<file path="config.mk">
export PLATFORM = sky130hd
export DESIGN_NAME = string_literal_unescaper_unit_flat
export DESIGN_NICKNAME = d
export VERILOG_FILES = /design/src/hdl/sleu_pkg.sv /design/src/hdl/sleu_if.sv /design/src/hdl/sleu_core.sv /design/src/hdl/string_literal_unescaper_unit.sv /design/src/flat_wrapper.sv
export SDC_FILE = /design/constraint.sdc
export NUM_CORES = 1
export LEC_CHECK = 0
export BUFFER_PORTS_ARGS = -buffer_cell sky130_fd_sc_hd__buf_2
export CAP_MARGIN = 20
export CORE_ASPECT_RATIO = 1.4
export CORE_MARGIN = 2
export CORE_UTILIZATION = 35
export CTS_CLUSTER_DIAMETER = 200
export DETAILED_ROUTE_END_ITERATION = 6
export SLEW_MARGIN = 0
export SYNTH_ARGS = -nofsm -noshare
export SYNTH_HDL_FRONTEND = slang
export SYNTH_SLANG_ARGS = --single-unit
export TNS_END_PERCENT = 5
</file>
<file path="constraint.sdc">
create_clock -name clock -period 7 [get_ports clock]
set_input_delay 1.4 -clock clock [delete_from_list [all_inputs] [get_ports clock]]
set_output_delay 1.4 -clock clock [all_outputs]
set_load 0.01 [all_outputs]
</file>
<file path="src/hdl/sleu_pkg.sv">
`timescale 1ns / 1ps
`default_nettype none
// ----------------------------------------------------------------------------
// sleu_pkg: shared types and codes of the string literal unescaper
// Field widths, result kinds, error codes and the request/result structs.
// ----------------------------------------------------------------------------
package sleu_pkg;

   localparam int CpWidth   = 21;
   localparam int KindWidth = 2;
   localparam int ErrWidth  = 3;

   // Result kinds
   localparam logic [KindWidth-1:0] KIND_CHAR  = 2'd0;
   localparam logic [KindWidth-1:0] KIND_CLOSE = 2'd1;
   localparam logic [KindWidth-1:0] KIND_ERROR = 2'd2;

   // Error codes
   localparam logic [ErrWidth-1:0] ERR_CONTROL      = 3'd0;
   localparam logic [ErrWidth-1:0] ERR_INCOMPLETE   = 3'd1;
   localparam logic [ErrWidth-1:0] ERR_BAD_ESCAPE   = 3'd2;
   localparam logic [ErrWidth-1:0] ERR_HEX_NEEDED   = 3'd3;
   localparam logic [ErrWidth-1:0] ERR_MISSING_LOW  = 3'd4;
   localparam logic [ErrWidth-1:0] ERR_BAD_LOW      = 3'd5;
   localparam logic [ErrWidth-1:0] ERR_LONE_LOW     = 3'd6;
   localparam logic [ErrWidth-1:0] ERR_UNTERMINATED = 3'd7;

   // Characters of interest
   localparam logic [CpWidth-1:0] CH_BACKSLASH  = 21'h5C;
   localparam logic [CpWidth-1:0] CH_APOSTROPHE = 21'h27;
   localparam logic [CpWidth-1:0] CH_QUOTE      = 21'h22;
   localparam logic [CpWidth-1:0] CH_B          = 21'h62;
   localparam logic [CpWidth-1:0] CH_F          = 21'h66;
   localparam logic [CpWidth-1:0] CH_N          = 21'h6E;
   localparam logic [CpWidth-1:0] CH_R          = 21'h72;
   localparam logic [CpWidth-1:0] CH_T          = 21'h74;
   localparam logic [CpWidth-1:0] CH_U          = 21'h75;
   localparam logic [CpWidth-1:0] CH_DEL        = 21'h7F;
   localparam logic [CpWidth-1:0] CH_SPACE      = 21'h20;
   localparam logic [CpWidth-1:0] CP_SUPPLEMENT = 21'h10000;

   // Top six bits of a 16-bit unit that mark high and low surrogates
   localparam logic [5:0] SURR_HIGH_TAG = 6'b110110;
   localparam logic [5:0] SURR_LOW_TAG  = 6'b110111;

   typedef struct packed {
      logic [CpWidth-1:0] code_point;
      logic               start_req;
      logic               end_of_text;
   } sleu_item_type;

   typedef struct packed {
      logic [KindWidth-1:0] kind;
      logic [CpWidth-1:0]   char_out;
      logic [ErrWidth-1:0]  error_code;
   } sleu_result_type;

endpackage : sleu_pkg
`default_nettype wire

</file>
<file path="src/hdl/sleu_if.sv">
`timescale 1ns / 1ps
`default_nettype none
// ----------------------------------------------------------------------------
// sleu_req_if / sleu_rsp_if: valid/ready channels of the unescaper
// Request channel carries code points, response channel carries results.
// ----------------------------------------------------------------------------
interface sleu_req_if;
   import sleu_pkg::*;
   logic               valid;
   logic               ready;
   logic [CpWidth-1:0] code_point;
   logic               start_req;
   logic               end_of_text;

   modport source (output valid, output code_point, output start_req,
                   output end_of_text, input ready);
   modport sink   (input valid, input code_point, input start_req,
                   input end_of_text, output ready);
endinterface : sleu_req_if

interface sleu_rsp_if;
   import sleu_pkg::*;
   logic                 valid;
   logic                 ready;
   logic [KindWidth-1:0] kind;
   logic [CpWidth-1:0]   char_out;
   logic [ErrWidth-1:0]  error_code;

   modport source (output valid, output kind, output char_out,
                   output error_code, input ready);
   modport sink   (input valid, input kind, input char_out,
                   input error_code, output ready);
endinterface : sleu_rsp_if
`default_nettype wire

</file>
<file path="src/hdl/sleu_core.sv">
`timescale 1ns / 1ps
`default_nettype none
// ----------------------------------------------------------------------------
// sleu_core: decode state machine and result register
// Takes one request per cycle from the input register unless the output
// register stalls, updates the literal state and loads at most one result into it.
// ----------------------------------------------------------------------------
module sleu_core
   import sleu_pkg::*;
(
   input  wire logic            clock,
   input  wire logic            reset,
   input  wire logic            in_valid,
   input  wire sleu_item_type   in_item,
   output logic                 in_ready,
   output logic                 out_valid,
   output sleu_result_type      out_result,
   input  wire logic            out_ready
);

   typedef enum logic [2:0] {
      MODE_IDLE,
      MODE_TEXT,
      MODE_ESCAPE,
      MODE_HEX_HI,
      MODE_WANT_BS,
      MODE_WANT_U,
      MODE_HEX_LO
   } mode_type;

   mode_type           mode_ff,   mode_in;
   logic [CpWidth-1:0] quote_ff,  quote_in;
   logic [15:0]        accum_ff,  accum_in;
   logic [1:0]         count_ff,  count_in;
   logic [9:0]         high_ff,   high_in;
   logic               valid_ff,  valid_in;
   sleu_result_type    result_ff, result_in;

   logic               take;
   logic               emit;
   sleu_result_type    res;
   logic [CpWidth-1:0] c;
   logic [3:0]         hex_val;
   logic               hex_ok;
   logic [15:0]        unit;
   logic               unit_done;

   assign c        = in_item.code_point;
   assign in_ready = !valid_ff || out_ready;
   assign take     = in_valid && in_ready;

   // Hex digit decode: ASCII 0-9, a-f, A-F only
   always_comb begin
      hex_ok  = 1'b1;
      hex_val = 4'd0;
      if (c >= 21'h30 && c <= 21'h39) begin
         hex_val = c[3:0];
      end else if ((c >= 21'h61 && c <= 21'h66) || (c >= 21'h41 && c <= 21'h46)) begin
         hex_val = c[3:0] + 4'd9;
      end else begin
         hex_ok = 1'b0;
      end
   end

   assign unit      = {accum_ff[11:0], hex_val};
   assign unit_done = (count_ff == 2'd3);

   always_comb begin
      mode_in  = mode_ff;
      quote_in = quote_ff;
      accum_in = accum_ff;
      count_in = count_ff;
      high_in  = high_ff;
      emit     = 1'b0;
      res      = '{kind: KIND_CHAR, char_out: '0, error_code: ERR_CONTROL};

      if (in_item.start_req) begin
         mode_in  = MODE_TEXT;
         quote_in = c;
         accum_in = '0;
         count_in = '0;
         high_in  = '0;
      end else if (mode_ff == MODE_IDLE) begin
         mode_in = MODE_IDLE;
      end else if (in_item.end_of_text) begin
         emit     = 1'b1;
         mode_in  = MODE_IDLE;
         res.kind = KIND_ERROR;
         case (mode_ff)
            MODE_TEXT:   res.error_code = ERR_UNTERMINATED;
            MODE_ESCAPE: res.error_code = ERR_INCOMPLETE;
            MODE_HEX_HI: res.error_code = ERR_HEX_NEEDED;
            MODE_HEX_LO: res.error_code = ERR_HEX_NEEDED;
            default:     res.error_code = ERR_MISSING_LOW;
         endcase
      end else begin
         case (mode_ff)
            MODE_TEXT: begin
               if (c == quote_ff) begin
                  emit     = 1'b1;
                  mode_in  = MODE_IDLE;
                  res.kind = KIND_CLOSE;
               end else if (c < CH_SPACE || c == CH_DEL) begin
                  emit           = 1'b1;
                  mode_in        = MODE_IDLE;
                  res.kind       = KIND_ERROR;
                  res.error_code = ERR_CONTROL;
               end else if (c == CH_BACKSLASH) begin
                  mode_in = MODE_ESCAPE;
               end else begin
                  emit         = 1'b1;
                  res.char_out = c;
               end
            end
            MODE_ESCAPE: begin
               mode_in = MODE_TEXT;
               emit    = 1'b1;
               if (c == CH_BACKSLASH || c == CH_APOSTROPHE || c == CH_QUOTE) begin
                  res.char_out = c;
               end else if (c == CH_B) begin
                  res.char_out = 21'h08;
               end else if (c == CH_F) begin
                  res.char_out = 21'h0C;
               end else if (c == CH_N) begin
                  res.char_out = 21'h0A;
               end else if (c == CH_R) begin
                  res.char_out = 21'h0D;
               end else if (c == CH_T) begin
                  res.char_out = 21'h09;
               end else if (c == CH_U) begin
                  emit     = 1'b0;
                  mode_in  = MODE_HEX_HI;
                  accum_in = '0;
                  count_in = '0;
               end else begin
                  mode_in        = MODE_IDLE;
                  res.kind       = KIND_ERROR;
                  res.error_code = ERR_BAD_ESCAPE;
               end
            end
            MODE_HEX_HI, MODE_HEX_LO: begin
               if (!hex_ok) begin
                  emit           = 1'b1;
                  mode_in        = MODE_IDLE;
                  res.kind       = KIND_ERROR;
                  res.error_code = ERR_HEX_NEEDED;
               end else begin
                  accum_in = unit;
                  count_in = count_ff + 2'd1;
                  if (unit_done && mode_ff == MODE_HEX_HI) begin
                     if (unit[15:10] == SURR_HIGH_TAG) begin
                        high_in = unit[9:0];
                        mode_in = MODE_WANT_BS;
                     end else if (unit[15:10] == SURR_LOW_TAG) begin
                        emit           = 1'b1;
                        mode_in        = MODE_IDLE;
                        res.kind       = KIND_ERROR;
                        res.error_code = ERR_LONE_LOW;
                     end else begin
                        emit         = 1'b1;
                        mode_in      = MODE_TEXT;
                        res.char_out = {5'd0, unit};
                     end
                  end else if (unit_done) begin
                     emit = 1'b1;
                     if (unit[15:10] != SURR_LOW_TAG) begin
                        mode_in        = MODE_IDLE;
                        res.kind       = KIND_ERROR;
                        res.error_code = ERR_BAD_LOW;
                     end else begin
                        mode_in      = MODE_TEXT;
                        res.char_out = CP_SUPPLEMENT + {1'b0, high_ff, unit[9:0]};
                     end
                  end
               end
            end
            MODE_WANT_BS: begin
               if (c != CH_BACKSLASH) begin
                  emit           = 1'b1;
                  mode_in        = MODE_IDLE;
                  res.kind       = KIND_ERROR;
                  res.error_code = ERR_MISSING_LOW;
               end else begin
                  mode_in = MODE_WANT_U;
               end
            end
            MODE_WANT_U: begin
               if (c != CH_U) begin
                  emit           = 1'b1;
                  mode_in        = MODE_IDLE;
                  res.kind       = KIND_ERROR;
                  res.error_code = ERR_MISSING_LOW;
               end else begin
                  mode_in  = MODE_HEX_LO;
                  accum_in = '0;
                  count_in = '0;
               end
            end
            default: begin
               mode_in = MODE_IDLE;
            end
         endcase
      end
   end

   // Load a new result on a taken request, drop the old one once delivered
   always_comb begin
      result_in = result_ff;
      valid_in  = valid_ff && !out_ready;
      if (take) begin
         valid_in = emit;
         if (emit) begin
            result_in = res;
         end
      end
   end

   always_ff @(posedge clock) begin
      if (reset) begin
         mode_ff  <= MODE_IDLE;
         quote_ff <= '0;
         accum_ff <= '0;
         count_ff <= '0;
         high_ff  <= '0;
         valid_ff <= 1'b0;
      end else begin
         if (take) begin
            mode_ff  <= mode_in;
            quote_ff <= quote_in;
            accum_ff <= accum_in;
            count_ff <= count_in;
            high_ff  <= high_in;
         end
         valid_ff <= valid_in;
      end
      result_ff <= result_in;
   end

   assign out_valid  = valid_ff;
   assign out_result = result_ff;

endmodule : sleu_core
`default_nettype wire

</file>
<file path="src/hdl/string_literal_unescaper_unit.sv">
`timescale 1ns / 1ps
`default_nettype none
// ----------------------------------------------------------------------------
// string_literal_unescaper_unit: quoted string literal decoder
// Decodes a quoted literal one code point per request: plain characters,
// backslash escapes and \u escapes with surrogate pairs, close and errors.
// ----------------------------------------------------------------------------
//
//   Channel   Direction  Payload                               Handshake
//   --------  ---------  ------------------------------------  -----------
//   req_if    in         code_point, start_req, end_of_text    valid/ready
//   rsp_if    out        kind, char_out, error_code            valid/ready
//
// Each request passes through the input register, then through the decode
// state machine into the result register. A new request is accepted every
// cycle while the result register is not stalled.
// A request that yields no result (start, backslash, hex digit, idle input)
// only updates the literal state.
// The result register stalls the decoder while it holds a result and
// rsp_if.ready is low; the input register then holds one request and
// req_if.ready drops behind it.
// Synchronous reset returns the decoder to idle and empties both registers.
// ----------------------------------------------------------------------------
module string_literal_unescaper_unit
   import sleu_pkg::*;
(
   input  wire logic  clock,
   input  wire logic  reset,
   sleu_req_if.sink   req_if,
   sleu_rsp_if.source rsp_if
);

   logic            in_valid_ff, in_valid_in;
   sleu_item_type   in_item_ff,  in_item_in;
   logic            core_ready;
   logic            core_valid;
   sleu_result_type core_result;

   // Input register: refill whenever it is empty or the decoder takes it
   assign req_if.ready = !in_valid_ff || core_ready;

   always_comb begin
      in_valid_in = in_valid_ff && !core_ready;
      in_item_in  = in_item_ff;
      if (req_if.valid && req_if.ready) begin
         in_valid_in = 1'b1;
         in_item_in  = '{code_point:  req_if.code_point,
                         start_req:   req_if.start_req,
                         end_of_text: req_if.end_of_text};
      end
   end

   always_ff @(posedge clock) begin
      if (reset) begin
         in_valid_ff <= 1'b0;
      end else begin
         in_valid_ff <= in_valid_in;
      end
      in_item_ff <= in_item_in;
   end

   // Decode state machine and result register
   sleu_core u_core (
      .clock      (clock),
      .reset      (reset),
      .in_valid   (in_valid_ff),
      .in_item    (in_item_ff),
      .in_ready   (core_ready),
      .out_valid  (core_valid),
      .out_result (core_result),
      .out_ready  (rsp_if.ready)
   );

   assign rsp_if.valid      = core_valid;
   assign rsp_if.kind       = core_result.kind;
   assign rsp_if.char_out   = core_result.char_out;
   assign rsp_if.error_code = core_result.error_code;

endmodule : string_literal_unescaper_unit
`default_nettype wire

</file>
<file path="src/flat_wrapper.sv">
// flat-port wrapper written by rule: the top's interface ports become plain ports
module string_literal_unescaper_unit_flat import sleu_pkg::*;
  (clock, reset, req_if_valid, req_if_code_point, req_if_start_req, req_if_end_of_text, req_if_ready, rsp_if_valid, rsp_if_kind, rsp_if_char_out, rsp_if_error_code, rsp_if_ready);
  sleu_req_if req_if_i ();
  sleu_rsp_if rsp_if_i ();
  input  wire logic clock;
  input  wire logic reset;
  input wire logic [$bits(req_if_i.valid)-1:0] req_if_valid;
  input wire logic [$bits(req_if_i.code_point)-1:0] req_if_code_point;
  input wire logic [$bits(req_if_i.start_req)-1:0] req_if_start_req;
  input wire logic [$bits(req_if_i.end_of_text)-1:0] req_if_end_of_text;
  output wire logic [$bits(req_if_i.ready)-1:0] req_if_ready;
  output wire logic [$bits(rsp_if_i.valid)-1:0] rsp_if_valid;
  output wire logic [$bits(rsp_if_i.kind)-1:0] rsp_if_kind;
  output wire logic [$bits(rsp_if_i.char_out)-1:0] rsp_if_char_out;
  output wire logic [$bits(rsp_if_i.error_code)-1:0] rsp_if_error_code;
  input wire logic [$bits(rsp_if_i.ready)-1:0] rsp_if_ready;
  assign req_if_i.valid = req_if_valid;
  assign req_if_i.code_point = req_if_code_point;
  assign req_if_i.start_req = req_if_start_req;
  assign req_if_i.end_of_text = req_if_end_of_text;
  assign req_if_ready = req_if_i.ready;
  assign rsp_if_valid = rsp_if_i.valid;
  assign rsp_if_kind = rsp_if_i.kind;
  assign rsp_if_char_out = rsp_if_i.char_out;
  assign rsp_if_error_code = rsp_if_i.error_code;
  assign rsp_if_i.ready = rsp_if_ready;
  string_literal_unescaper_unit u_core (.clock(clock), .reset(reset), .req_if(req_if_i), .rsp_if(rsp_if_i));
endmodule
</file>
==> results of run 1 <==
-- cells by family after synthesis --
logic type	count (synthesis)	synth area share, %
and+or+nand+nor	207	22.0
muxes	38	7.55
buffers and inverters	38	3.26
AOI/OAI and AO/OA	88	12.5
xor gates and xnor gates	26	4.49
adders and majority gates	6	1.48
DFF	99	48.8
-- worst register-to-register path, stage by stage, from the launching register on --
cell      delay, ps
edfxtp_1        650
xor2_1          240
nor4_1          360
nand4_1         160
nor4_2          650
nor2b_1         280
nor4_1          120
nor4_2          260
buf_4           370
-- state kept, by name, indices dropped and copies added (netlist names) --
name / flops
u_core.in_valid_ff: 1
u_core.u_core.accum_ff: 12
u_core.u_core.quote_ff: 21
u_core.u_core.high_ff: 10
u_core.u_core.count_ff: 2
u_core.u_core.out_result: 26
u_core.u_core.out_valid: 1
u_core.in_item_ff: 23
u_core.u_core.mode_ff: 3
-- how the worst max path moves through the flow --
stage                                              end  slack [ps]            startpoint
after global placement    u_core.u_core.out_result[11]        3540  u_core.in_item_ff[4]
after CTS                 u_core.u_core.out_result[20]        3530  u_core.in_item_ff[4]
after detailed placement  u_core.u_core.out_result[11]        3550  u_core.in_item_ff[4]
final                      u_core.u_core.out_result[5]        3570  u_core.in_item_ff[4]
after global routing       u_core.u_core.out_result[5]        3310  u_core.in_item_ff[4]
after floorplan            u_core.u_core.out_result[0]        1870  u_core.in_item_ff[2]
-- layout make-up --
cell class,count,area (sq um)
Tap cell,189,236
Inverter,11,41.3
Clock buffer,9,225
Multi-Input combinational cell,365,2440
Timing Repair Buffer,60,335
Fill cell,1464,8500
Clock inverter,7,55.1
Sequential cell,99,2470
-- power groups by stage --
stage / Sequential, mW / Clock [mW] / Combinational (mW)
finish: 0.658 / 0.479 / 0.0829
global route: 0.662 / 0.510 / 0.0922
CTS: 0.658 / 0.493 / 0.0820
detailed placement: 0.672 / 0 / 0.0817
global placement: 0.670 / 0 / 0.0813
floorplan: 0.653 / 0 / 0.0672
-- layer usage --
metal / vias to the layer above / wire [um] / GRT usage (%) / share of wire, %
met5: - / 0 / 0 / 0
met4: 0 / 450 / 8.36 / 3.5
met3: 24 / 456 / 2.63 / 3.5
met2: 106 / 6730 / 30.2 / 52
met1: 1925 / 5370 / 20.1 / 41
li1: 1911 / - / - / -
-- placed cells by master, fill, tap and decap left out, types with 4 or more instances in the layout --
| cell | instances |
|---|---|
| nand4_1 | 4 |
| xor2_1 | 20 |
| ha_1 | 6 |
| nor4_1 | 13 |
| clkbuf_16 | 9 |
| nand3_1 | 11 |
| mux2i_1 | 36 |
| buf_2 | 54 |
| a21oi_1 | 19 |
| nor2b_1 | 9 |
| inv_1 | 11 |
| nand2_1 | 46 |
| edfxtp_1 | 49 |
| xnor2_1 | 6 |
| dfxtp_1 | 50 |
| nor2_1 | 66 |
| buf_4 | 5 |
| nor3_1 | 15 |
| a22oi_1 | 11 |
| o21ai_0 | 11 |
| inv_6 | 4 |
| nand2b_1 | 7 |
| a22o_1 | 17 |
-- per-stage QoR --
step	hold slack, ps	std cells	setup WS [ps]
after floorplan	438	502	1870
after global placement	447	723	3540
after detailed placement	460	723	3550
after CTS	472	739	3530
after global routing	499	740	3310
final	473	740	3570
==> results.md, run 1 <==
- STA classifies the critical path endpoint as a flip-flop.
- The dominant cell by count in the synthesized netlist is nor2_1.
- Entering global routing, the biggest net connects 31 pins.
- Across the run, the number of max-cap violations was 0.
- The share of total power dissipated in the clock network is 39.3%.
- Clock-pin slew was measured on the worst setup and hold paths at 70 ps.
- The commonest cells after synthesis are 66 x nor2_1, 50 x dfxtp_1, 49 x edfxtp_1.
- The net load switching power is 0.312 mW.
- The number of flops mapped to enable cells by yosys is 49.
- The total of buffers placed on input and output ports is 54.
- Sequential cells account for 54.0% of the total power.
- The startpoint of the most critical hold path is u_core.u_core.accum_ff[9].
- The layout overhead on the synthesized area is 14.6%.
- The die footprint is 0.0155 sq mm.
- Buffers inserted during clock tree synthesis total 9.
- Clock tree synthesis selected as its root buffer the cell clkbuf_16.
- The height of the die is 146 um.
- The iteration count of the initial detailed-routing pass is 4.
- On the worst path, the slowest cell contributes a delay of 650 ps.
- The TritonCTS clock tree is built.
- The part of the power in combinational logic is 6.8%.
- The total routed wirelength is 13000 um.
- The synthesized netlist net count is 535.
- The post-route setup TNS is 0 ps.
- 0 antenna diodes ended up in the layout.
- The path type of the worst setup path is flip-flop to flip-flop.
- The number of distinct library cells after synthesis is 67.
- The worst register-to-register path begins at u_core.in_item_ff[4].
- The floorplan has 52 rows.
- The H-tree depth is 3.
- For this run, the total global-route usage over all layers was measured as 17.1%.
- Synthesis handed over a netlist of 502 instances.
- The mapped netlist covers 0.00507 sq mm.
- The worst voltage drop across the vdd grid is 116 uV.
- The total internal power is 0.908 mW.
- Summed over all instances, the cell type with the most area after synthesis is edfxtp_1.
- The routed design could run at a clock period as short as 3430 ps.
- Detailed routing inserted a total of 3966 vias.
- Once the clock tree was built, the setup fixing pass inserted 0 buffers.
- The highest clock frequency the design can meet is 291 MHz.
- The initial antenna violation count is 0.
- The run finished with clean final reports.
- The number of cells on the critical path is 8.
- The total number of nets in the final design is 579.
- The synthesized area per cell is 10.1 sq um.
- The leakage power is 2.24 nW.
- The via-per-instance ratio is 5.36.
- The weighted congestion reported at the end of routability-driven placement is 0.867.
- Among all flip-flop cells after synthesis, the most frequent one is dfxtp_1.
- Dividing the detail-routed wire length by the instance count gives 17.6 um.
- Along the worst path, the maximum fanout reaches 26.
- For this run, the number of Yosys warnings is 0.
- The first global-routing pass estimated 20500 um of wire.
- The headroom to the max-slew limit is 33.7%.
- The sum of buffers and inverters on the critical path is 1.
- The count of hold-fix buffers inserted at cts is 0.
- The worst register-to-register path has a depth of 8.
- After detailed routing, the number of remaining DRC violations is 0.
- On the critical path, the stage with the largest delay is an instance of edfxtp_1.
- Counting flops and latches in the post-synthesis netlist gives 99.
- The post-route cell area is 0.00581 sq mm.
- By area the synthesized netlist is led by edfxtp_1 29%, dfxtp_1 20%, mux2i_1 7.1%.
- Counting flops with an async set or reset pin after synthesis yields a share of 0%.
- The total overflow left after global routing is 0.
- Walking the worst path, the cells encountered are xor2_1 > nor4_1 > nand4_1 > nor4_2 > nor2b_1 > nor4_1 > nor4_2 > buf_4.
- Setup slack on the worst reg-to-reg path comes out at 3570 ps.
- Summing all placed instances gives a cell area of 0.00550 sq mm.
- Cells with a size suffix above 1 make up 17.8% of the layout.
- The actual slew at the worst max-slew pin is 989 ps.
- The endpoint of the worst register-to-register path is u_core.u_core.out_result[5].
- In this run the standard cell core region covers 0.0143 sq mm.
- The share of synthesized area occupied by flip-flops and latches is 48.8%.
- The number of failing setup endpoints in the final timing report is 0.
- The HPWL after detailed placement is 9670 um.
- The initial core utilization is 35.4%.
- The detail route stage leaves a number of antenna-violating nets equal to 0.
- STA puts the critical path data required time at 7020 ps.
- The number of global-route vias before repair is 3912.
- Setup repair after global routing left no endpoint under its margin.
- The path with the worst hold slack has its endpoint at u_core.u_core.accum_ff[9].
- Counting along the longest clock path gives a buffer depth of 2.
- The worst hold path passes through 2 cells.
- The category of the worst setup path launch point is a flip-flop.
- The total count of max-transition violations in the final report is 0.
- The initial DRC count is 265.
- The total chip power is 1.22 mW.
- Of the total power, the share spent switching nets is 25.6%.
- The number of resized instances in the post-cts repair step is 0.
- The worst clock skew is 10.2 ps.
- CTS saw 99 sinks.
- The power density over the cells is 210 mW/mm^2.
- The largest delay contributor family on the critical path is simple AND/OR/NAND/NOR gates.
- The data arrival at the endpoint of the critical path is 3450 ps.
- The final number of hold-violating endpoints was 0.
- The proportion of netlist area held by the largest area contributor is 29.0%.
- The utilization after layout is 40.6%.
- The I/O pin total is 55.
- The latest clock arrival within the worst-skew pair is 350 ps.
- The worst hold path belongs to the class flip-flop to flip-flop.
- The ratio of final minimum period to clock period is 49.1%.
- From left edge to right edge, the die measures 106 um.
(Power assumes the default switching activity.)
==> run 2, diff against run 1 <==
ABC_AREA = 1   (was unset)
clock period = 3.05 ns   (was 7 ns; I/O delays follow)
==> results.md, run 2 <==
- The number of buffers created by CTS was 9 (unchanged).
- The synthesized area per cell is 7.52 sq um (-26%).
- The total routed wirelength is 16900 um (+30%).
- The clock-pin transition on the worst setup and hold timing paths was 70 ps (about the same).
- The synthesis warning total is 0 (unchanged).
- The worst hold path begins at req_if_code_point[10].
- The post-synthesis instance area came to 0.00586 sq mm (+15%).
- The ratio of final minimum period to clock period is 86.5% (+37 points).
- The actual slew at the worst max-slew pin came to 596 ps (-394 ps).
- By area the synthesized netlist is led by edfxtp_1 25%, dfxtp_1 17%, nand2_1 11%.
- The vias after detailed routing was 5329 (+34%).
- Among all flip-flop cells after synthesis, the most frequent one is dfxtp_1.
- The headroom to the max-slew limit is 60.2% (+27 points).
- The aggregate global-route resource usage is 19.1% (+2.0 points).
- The worst hold margin came to 425 ps (-47.8 ps).
- The final period demand of the worst path is 2640 ps (-798 ps).
- The initial antenna violation count is 0 (unchanged).
- The highest clock frequency the design can meet is 379 MHz (+30%).
- The worst setup path is launched from a flip-flop.
- By instance count, the leading cell after synthesis is nand2_1.
- The sink count of the clock tree is 99 (unchanged).
- The I/O pin total was 55 (unchanged).
- The element type at the critical path end is a flip-flop.
- The synthesized netlist net count is 812 (+52%).
- The worst voltage drop across the vdd grid is 224 uV (+94%).
- The highest routing layer actually used is met4.
- The area taken by multi-input logic gates is 0.00293 sq mm (+20%).
- The share of async-settable or async-resettable flops after synthesis is 0% (unchanged).
- In the layout the commonest cells are 167 x nand2_1, 110 x nor2_1, 90 x nand3_1, 66 x inv_1, 54 x buf_2.
- The latest clock arrival within the worst-skew pair was 360 ps (about the same).
- The most common cell after layout, fill and taps aside is nand2_1.
- The startpoint identified for the worst register-to-register timing path is u_core.in_item_ff[3].
- The met3 wirelength from detailed routing came to 738 um (+62%).
- The post-synthesis register bit count is 99 (unchanged).
- The flow ran to the end, and the final reports show no timing, DRC or antenna violations.
- The average wire per standard cell was 16.3 um (-7.2%).
- The initial DRC count was 286 (+7.9%).
- From synthesis to final layout, the design area changed by 12.5%.
- The total of buffers placed on input and output ports was 54 (unchanged).
- The data arrival at the endpoint of the critical path is 2710 ps (-740 ps).
- The synthesized netlist cell count is 779 (+55%).
- The power density over the cells was 431 mW/mm^2 (+110%).
- The endpoint of the worst hold path is u_core.in_item_ff[12].
- The count of fill cells added during filler insertion is 1741 (+19%).
- The detailed-route DRC error count came to 0 (unchanged).
- The slack of the worst reg-to-reg path is 410 ps (-3150 ps).
- The hold path depth is 1 (-1).
- The iteration count of the initial detailed-routing pass was 5 (+1).
- The CTS root buffer is clkbuf_16.
- The total count of max-transition violations in the final report came to 0 (unchanged).
- The number of distinct library cells after synthesis came to 42 (-37%).
- Setup repair after global routing left no endpoint under its margin.
- The total inserted antenna cells came to 0 (unchanged).
- edfxtp_1 takes more of the synthesized area than any other cell.
- The total number of nets in the final design is 859 (+48%).
- The number of rows in the core area is 56 (+7.7%).
- The proportion of netlist area held by the largest area contributor is 25.1% (-3.9 points).
- The number of flip-flops under the largest register name was 26 (unchanged).
- The weighted congestion reported at the end of routability-driven placement is 0.938 (+8.2%).
- The leakage power is 2.67 nW (+19%).
- The worst clock skew is 7.23 ps (-2.94 ps).
- The global-route wire length before repair is 26400 um (+29%).
- The maximum fanout count along the critical path is 26 (unchanged).
- The via-per-instance ratio was 5.15 (-3.8%).
- The number of cell instances on the worst register-to-register path was 13 (+5).
- The post-route setup TNS came to 0 ps (unchanged).
- Counting instances in the post-synthesis netlist gives the leading cell types as 167 x nand2_1, 110 x nor2_1, 90 x nand3_1.
- The total chip power is 2.84 mW (+130%).
- The met2 layer wire length in the routed design is 8760 um (+30%).
- The routed length on met1 is 6620 um (+23%).
- The worst setup path is of the flip-flop to flip-flop kind.
- The number of failing setup endpoints in the final timing report was 0 (unchanged).
- The final number of hold-violating endpoints is 0 (unchanged).
- The worst min-delay path category is primary input to flip-flop.
- The number of setup buffers added after CTS is 0 (unchanged).
- The H-tree depth is 3 (unchanged).
- The share of synthesized area occupied by flip-flops and latches is 42.2% (-6.5 points).
- The area of the core region was 0.0165 sq mm (+16%).
- The initial core utilization is 35.4% (about the same).
- The endpoint of the worst register-to-register path is u_core.u_core.out_result[11].
- The number of nets with antenna violations after detailed routing is 0 (unchanged).
- The die footprint is 0.0178 sq mm (+15%).
- The reported max-cap violation count was 0 (unchanged).
- The maximum clock insertion buffer count was 2 (unchanged).
- TritonCTS built the clock tree.
- The half-perimeter wire length after detailed placement was 12800 um (+33%).
- The count of hold-fix buffers inserted at cts came to 0 (unchanged).
- The width of the die came to 113 um (+7.2%).
- The number of global-route vias before repair was 5125 (+31%).
- The share of layout cells above drive strength 1 is 17.6% (-0.22 points).
- The worst path required time is 3130 ps (-3890 ps).
- The register area was 0.00247 sq mm (unchanged).
- The number of resized instances in the post-cts repair step was 0 (unchanged).
- The number of flops mapped to enable cells by yosys is 49 (unchanged).
- The aggregate global routing overflow is 0 (unchanged).
- The largest net degree at the start of global routing came to 38 (+23%).
- The height of the die is 157 um (+7.3%).
run 2: cell types whose count changed after synthesis, moves of 31 or more:
cell,before,now
nor2_1,66,110
nand2_1,46,167
a21oi_1,19,50
nand3_1,11,90
inv_1,11,66
mux2i_1,36,0
run 2: per-layer routing:
| layer | global-route usage (%) | vias up |
|---|---|---|
| met1 | 21.4 | 2456 |
| met3 | 3.31 | 50 |
| met4 | 9.87 | 0 |
| met2 | 34.6 | 160 |
| li1 | - | 2663 |
| met5 | 0 | - |
run 2: cells by family after synthesis:
family,count (synthesis),share of synthesized area [%]
buffers and inverters,105,7.74
DFF,99,42.2
AOI/OAI and AO/OA,100,9.81
and+or+nand+nor,448,35.8
adders and majority gates,6,1.28
xor gates and xnor gates,21,3.14
run 2: power breakdown:
group	switching [mW]	total [mW]	internal (mW)
logic	0.160	0.237	0.0771
registers	0.0476	1.47	1.43
clock network	0.556	1.13	0.570
total	0.763	2.84	2.07
run 2: critical path: stages, from the launching register on:
cell and delay, ps:
edfxtp_1 550, inv_1 210, ha_1 220, nand3_1 100, nor2_2 180, nand3_1 150, nand2_1 120, nand2_1 70
inv_1 70, and3_1 140, nand4_1 70, nand2_1 160, inv_1 60, buf_4 250
run 2: metrics by stage:
stage               setup WS (ps)  std cells  utilization [%]  cell area [sq um]
floorplan                     649        779                -               5860
detailed placement            422       1018             38.1               6300
CTS                           421       1034             39.8               6590
global route                  205       1034             39.8               6590
finish                        413       1034             39.8               6590
global placement              452       1018             38.1               6300
run 2: worst max path at each step:
stage                                     from                           end  slack (ps)
final                     u_core.in_item_ff[3]  u_core.u_core.out_result[11]         410
after CTS                 u_core.in_item_ff[3]  u_core.u_core.out_result[11]         420
after global routing      u_core.in_item_ff[3]   u_core.u_core.out_result[0]         200
after detailed placement  u_core.in_item_ff[2]  u_core.u_core.out_result[18]         420
after floorplan           u_core.in_item_ff[3]   u_core.u_core.out_result[0]         650
after global placement    u_core.in_item_ff[2]  u_core.u_core.out_result[14]         450
run 2: cell type report:
| cell class | count | share of cell area [%] |
|---|---|---|
| Sequential cell | 99 | 37.5 |
| Tap cell | 203 | 3.85 |
| Multi-Input combinational cell | 575 | 44.5 |
| Clock inverter | 6 | 0.893 |
| Inverter | 75 | 4.31 |
| Timing Repair Buffer | 66 | 5.47 |
| Clock buffer | 10 | 3.48 |
==> run 3, diff against run 2 <==
CORE_UTILIZATION = 52   (was 35)
PLACE_DENSITY = 0.74   (was unset)
==> results.md, run 3 (synthesis results as in run 2) <==
- Among all stages on the critical path, the largest delay is contributed by edfxtp_1.
- The largest net degree at the start of global routing is 38 (unchanged).
- The die footprint is 0.0121 sq mm (-32%).
- The data arrival at the endpoint of the critical path is 2940 ps (+230 ps).
- The clock-pin transition on the worst setup and hold timing paths is 80 ps (about the same).
- The via-per-instance ratio is 5.63 (+9.3%).
- The initial DRC count is 420 (+47%).
- The share of layout cells above drive strength 1 was 17.3% (-0.28 points).
- The number of nets with antenna violations after detailed routing is 0 (unchanged).
- The area of the core region was 0.0109 sq mm (-34%).
- The final instance count without filler cells came to 968 (-6.4%).
- The number of cells on the critical path was 14 (+1).
- The post-placement cell count is 952 (-6.5%).
- Traced cell by cell, the critical path runs through inv_1 > ha_1 > nand3_1 > nor2_1 > nand3_1 > nand2_1 > nand2_4 > nand3_4 > nand2_4 > inv_4 > nand3_4 > nor2_1 > nor2_1 > nor2_1.
- The startpoint of the worst setup timing path is u_core.in_item_ff[3].
- The post-route setup TNS is 0 ps (unchanged).
- The detailed-route DRC error count was 0 (unchanged).
- The total number of nets in the final design came to 855 (-0.47%).
- The sink count of the clock tree came to 99 (unchanged).
- The total inserted antenna cells was 0 (unchanged).
- The total routed wirelength is 16700 um (-0.75%).
- CTS placed an instance of clkbuf_16 at the clock tree root.
- The hold path depth is 1 (unchanged).
- The count of fill cells added during filler insertion is 1046 (-40%).
- The maximum fanout count along the critical path is 16 (-38%).
- The total of buffers placed on input and output ports was 54 (unchanged).
- The aggregate global routing overflow is 0 (unchanged).
- The worst voltage drop across the vdd grid came to 354 uV (+58%).
- The vias after detailed routing is 5454 (+2.3%).
- The initial core utilization is 53.6% (+18 points).
- The ratio of final minimum period to clock period is 89.6% (+3.2 points).
- The path type of the worst setup path is flip-flop to flip-flop.
- The number of rows in the core area came to 45 (-20%).
- The total count of max-transition violations in the final report is 0 (unchanged).
- The power density over the cells is 448 mW/mm^2 (+4.0%).
- In the layout the commonest cells are 167 x nand2_1, 110 x nor2_1, 90 x nand3_1, 66 x inv_1, 54 x buf_2.
- The sum of buffers and inverters on the critical path was 2 (-2).
- The cell that appears most often on the critical path is nor2_1.
- The number of flip-flops under the largest register name came to 26 (unchanged).
- The startpoint identified for the worst register-to-register timing path is u_core.in_item_ff[3].
- The width of the die is 93.7 um (-17%).
- The number of failing setup endpoints in the final timing report is 0 (unchanged).
- The number of resized instances in the post-cts repair step is 0 (unchanged).
- The peak per-stage delay on the critical path is 560 ps (about the same).
- The worst clock skew came to 10.2 ps (+2.93 ps).
- The weighted congestion reported at the end of routability-driven placement is 0.957 (+2.0%).
- The headroom to the max-slew limit is 40.0% (-20 points).
- Setup repair after global routing left no endpoint under its margin.
- The actual slew at the worst max-slew pin was 899 ps (+303 ps).
- The reported max-cap violation count is 0 (unchanged).
- The final number of hold-violating endpoints came to 0 (unchanged).
- The final period demand of the worst path was 2730 ps (+96.7 ps).
- The initial antenna violation count came to 0 (unchanged).
- The latest clock arrival within the worst-skew pair was 350 ps (about the same).
- The average wire per standard cell is 17.3 um (+6.0%).
- The leakage power is 2.67 nW (-0.17%).
- Relative to the synthesized area, the layout overhead comes to 11.2%.
- The number of cell instances on the worst register-to-register path came to 14 (+1).
- The half-perimeter wire length after detailed placement is 12600 um (-1.3%).
- The category of the worst setup path launch point is a flip-flop.
- The H-tree depth is 3 (unchanged).
- The total chip power came to 2.91 mW (+2.7%).
- The number of global-route vias before repair is 5350 (+4.4%).
- TritonCTS built the clock tree.
- The number of buffers created by CTS was 9 (unchanged).
- The number of setup buffers added after CTS is 0 (unchanged).
- The worst path required time came to 3260 ps (+130 ps).
- The worst hold path begins at req_if_code_point[12].
- The global-route wire length before repair was 27200 um (+2.9%).
- The iteration count of the initial detailed-routing pass was 5 (unchanged).
- The run finished with clean final reports.
- The highest clock frequency the design can meet is 366 MHz (-3.5%).
- The library cell used most frequently in the layout, excluding fill and tap cells, is nand2_1.
- The count of hold-fix buffers inserted at cts came to 0 (unchanged).
- The aggregate global-route resource usage is 29.1% (+9.9 points).
- Among cell families on the critical path, the largest total delay comes from simple AND/OR/NAND/NOR gates.
- The worst min-delay path category is primary input to flip-flop.
- The I/O pin total is 55 (unchanged).
- The height of the die is 130 um (-18%).
- STA classifies the critical path endpoint as a flip-flop.
- The maximum clock insertion buffer count came to 2 (unchanged).
run 3: cell types whose count changed in the layout (fill, tap and decap cells not counted):
cell / delta
clkinv_4: -1
inv_8: +1
clkbuf_1: -1
buf_4: -4
bufinv_16: +1
run 3: final cells by class:
| cell class | count | area [sq um] | share of cell area [%] |
|---|---|---|---|
| Multi-Input combinational cell | 575 | 2930 | 45.0 |
| Timing Repair Buffer | 62 | 330 | 5.07 |
| Tap cell | 141 | 176 | 2.71 |
| Sequential cell | 99 | 2470 | 38.0 |
| Inverter | 75 | 284 | 4.36 |
| Clock inverter | 7 | 91.3 | 1.40 |
| Clock buffer | 9 | 225 | 3.46 |
run 3: final timing paths:
check,slack (ps),to
max,320,u_core.u_core.out_result[5]
min,430,u_core.in_item_ff[14]
min reg2reg,470,u_core.u_core.accum_ff[0]
max reg2reg,320,u_core.u_core.out_result[5]
run 3: through the flow:
stage | area [sq um] | hold slack, ps | worst slack, ps | util [%]
6_report | 6510 | 426 | 316 | 59.6
5_1_grt | 6510 | 416 | 159 | 59.6
4_1_cts | 6510 | 422 | 389 | 59.6
3_5_place_dp | 6190 | 463 | 418 | 56.7
3_3_place_gp | 6190 | 453 | 390 | 56.7
2_1_floorplan | 5860 | 443 | 649 | -
run 3: power by group:
group / leakage (nW) / internal, mW / switching [mW] / total, mW
Combinational: 1.60 / 0.0744 / 0.153 / 0.228
Sequential: 0.918 / 1.43 / 0.0525 / 1.48
Clock: 0.151 / 0.656 / 0.551 / 1.21
Total: 2.67 / 2.16 / 0.756 / 2.91
run 3: layer usage:
metal | GRT usage, % | vias up | share of wire, %
li1 | - | 2646 | -
met1 | 34.2 | 2534 | 39
met2 | 51.3 | 223 | 52
met3 | 4.88 | 51 | 5.3
met4 | 13.6 | 0 | 4.6
met5 | 0 | - | 0
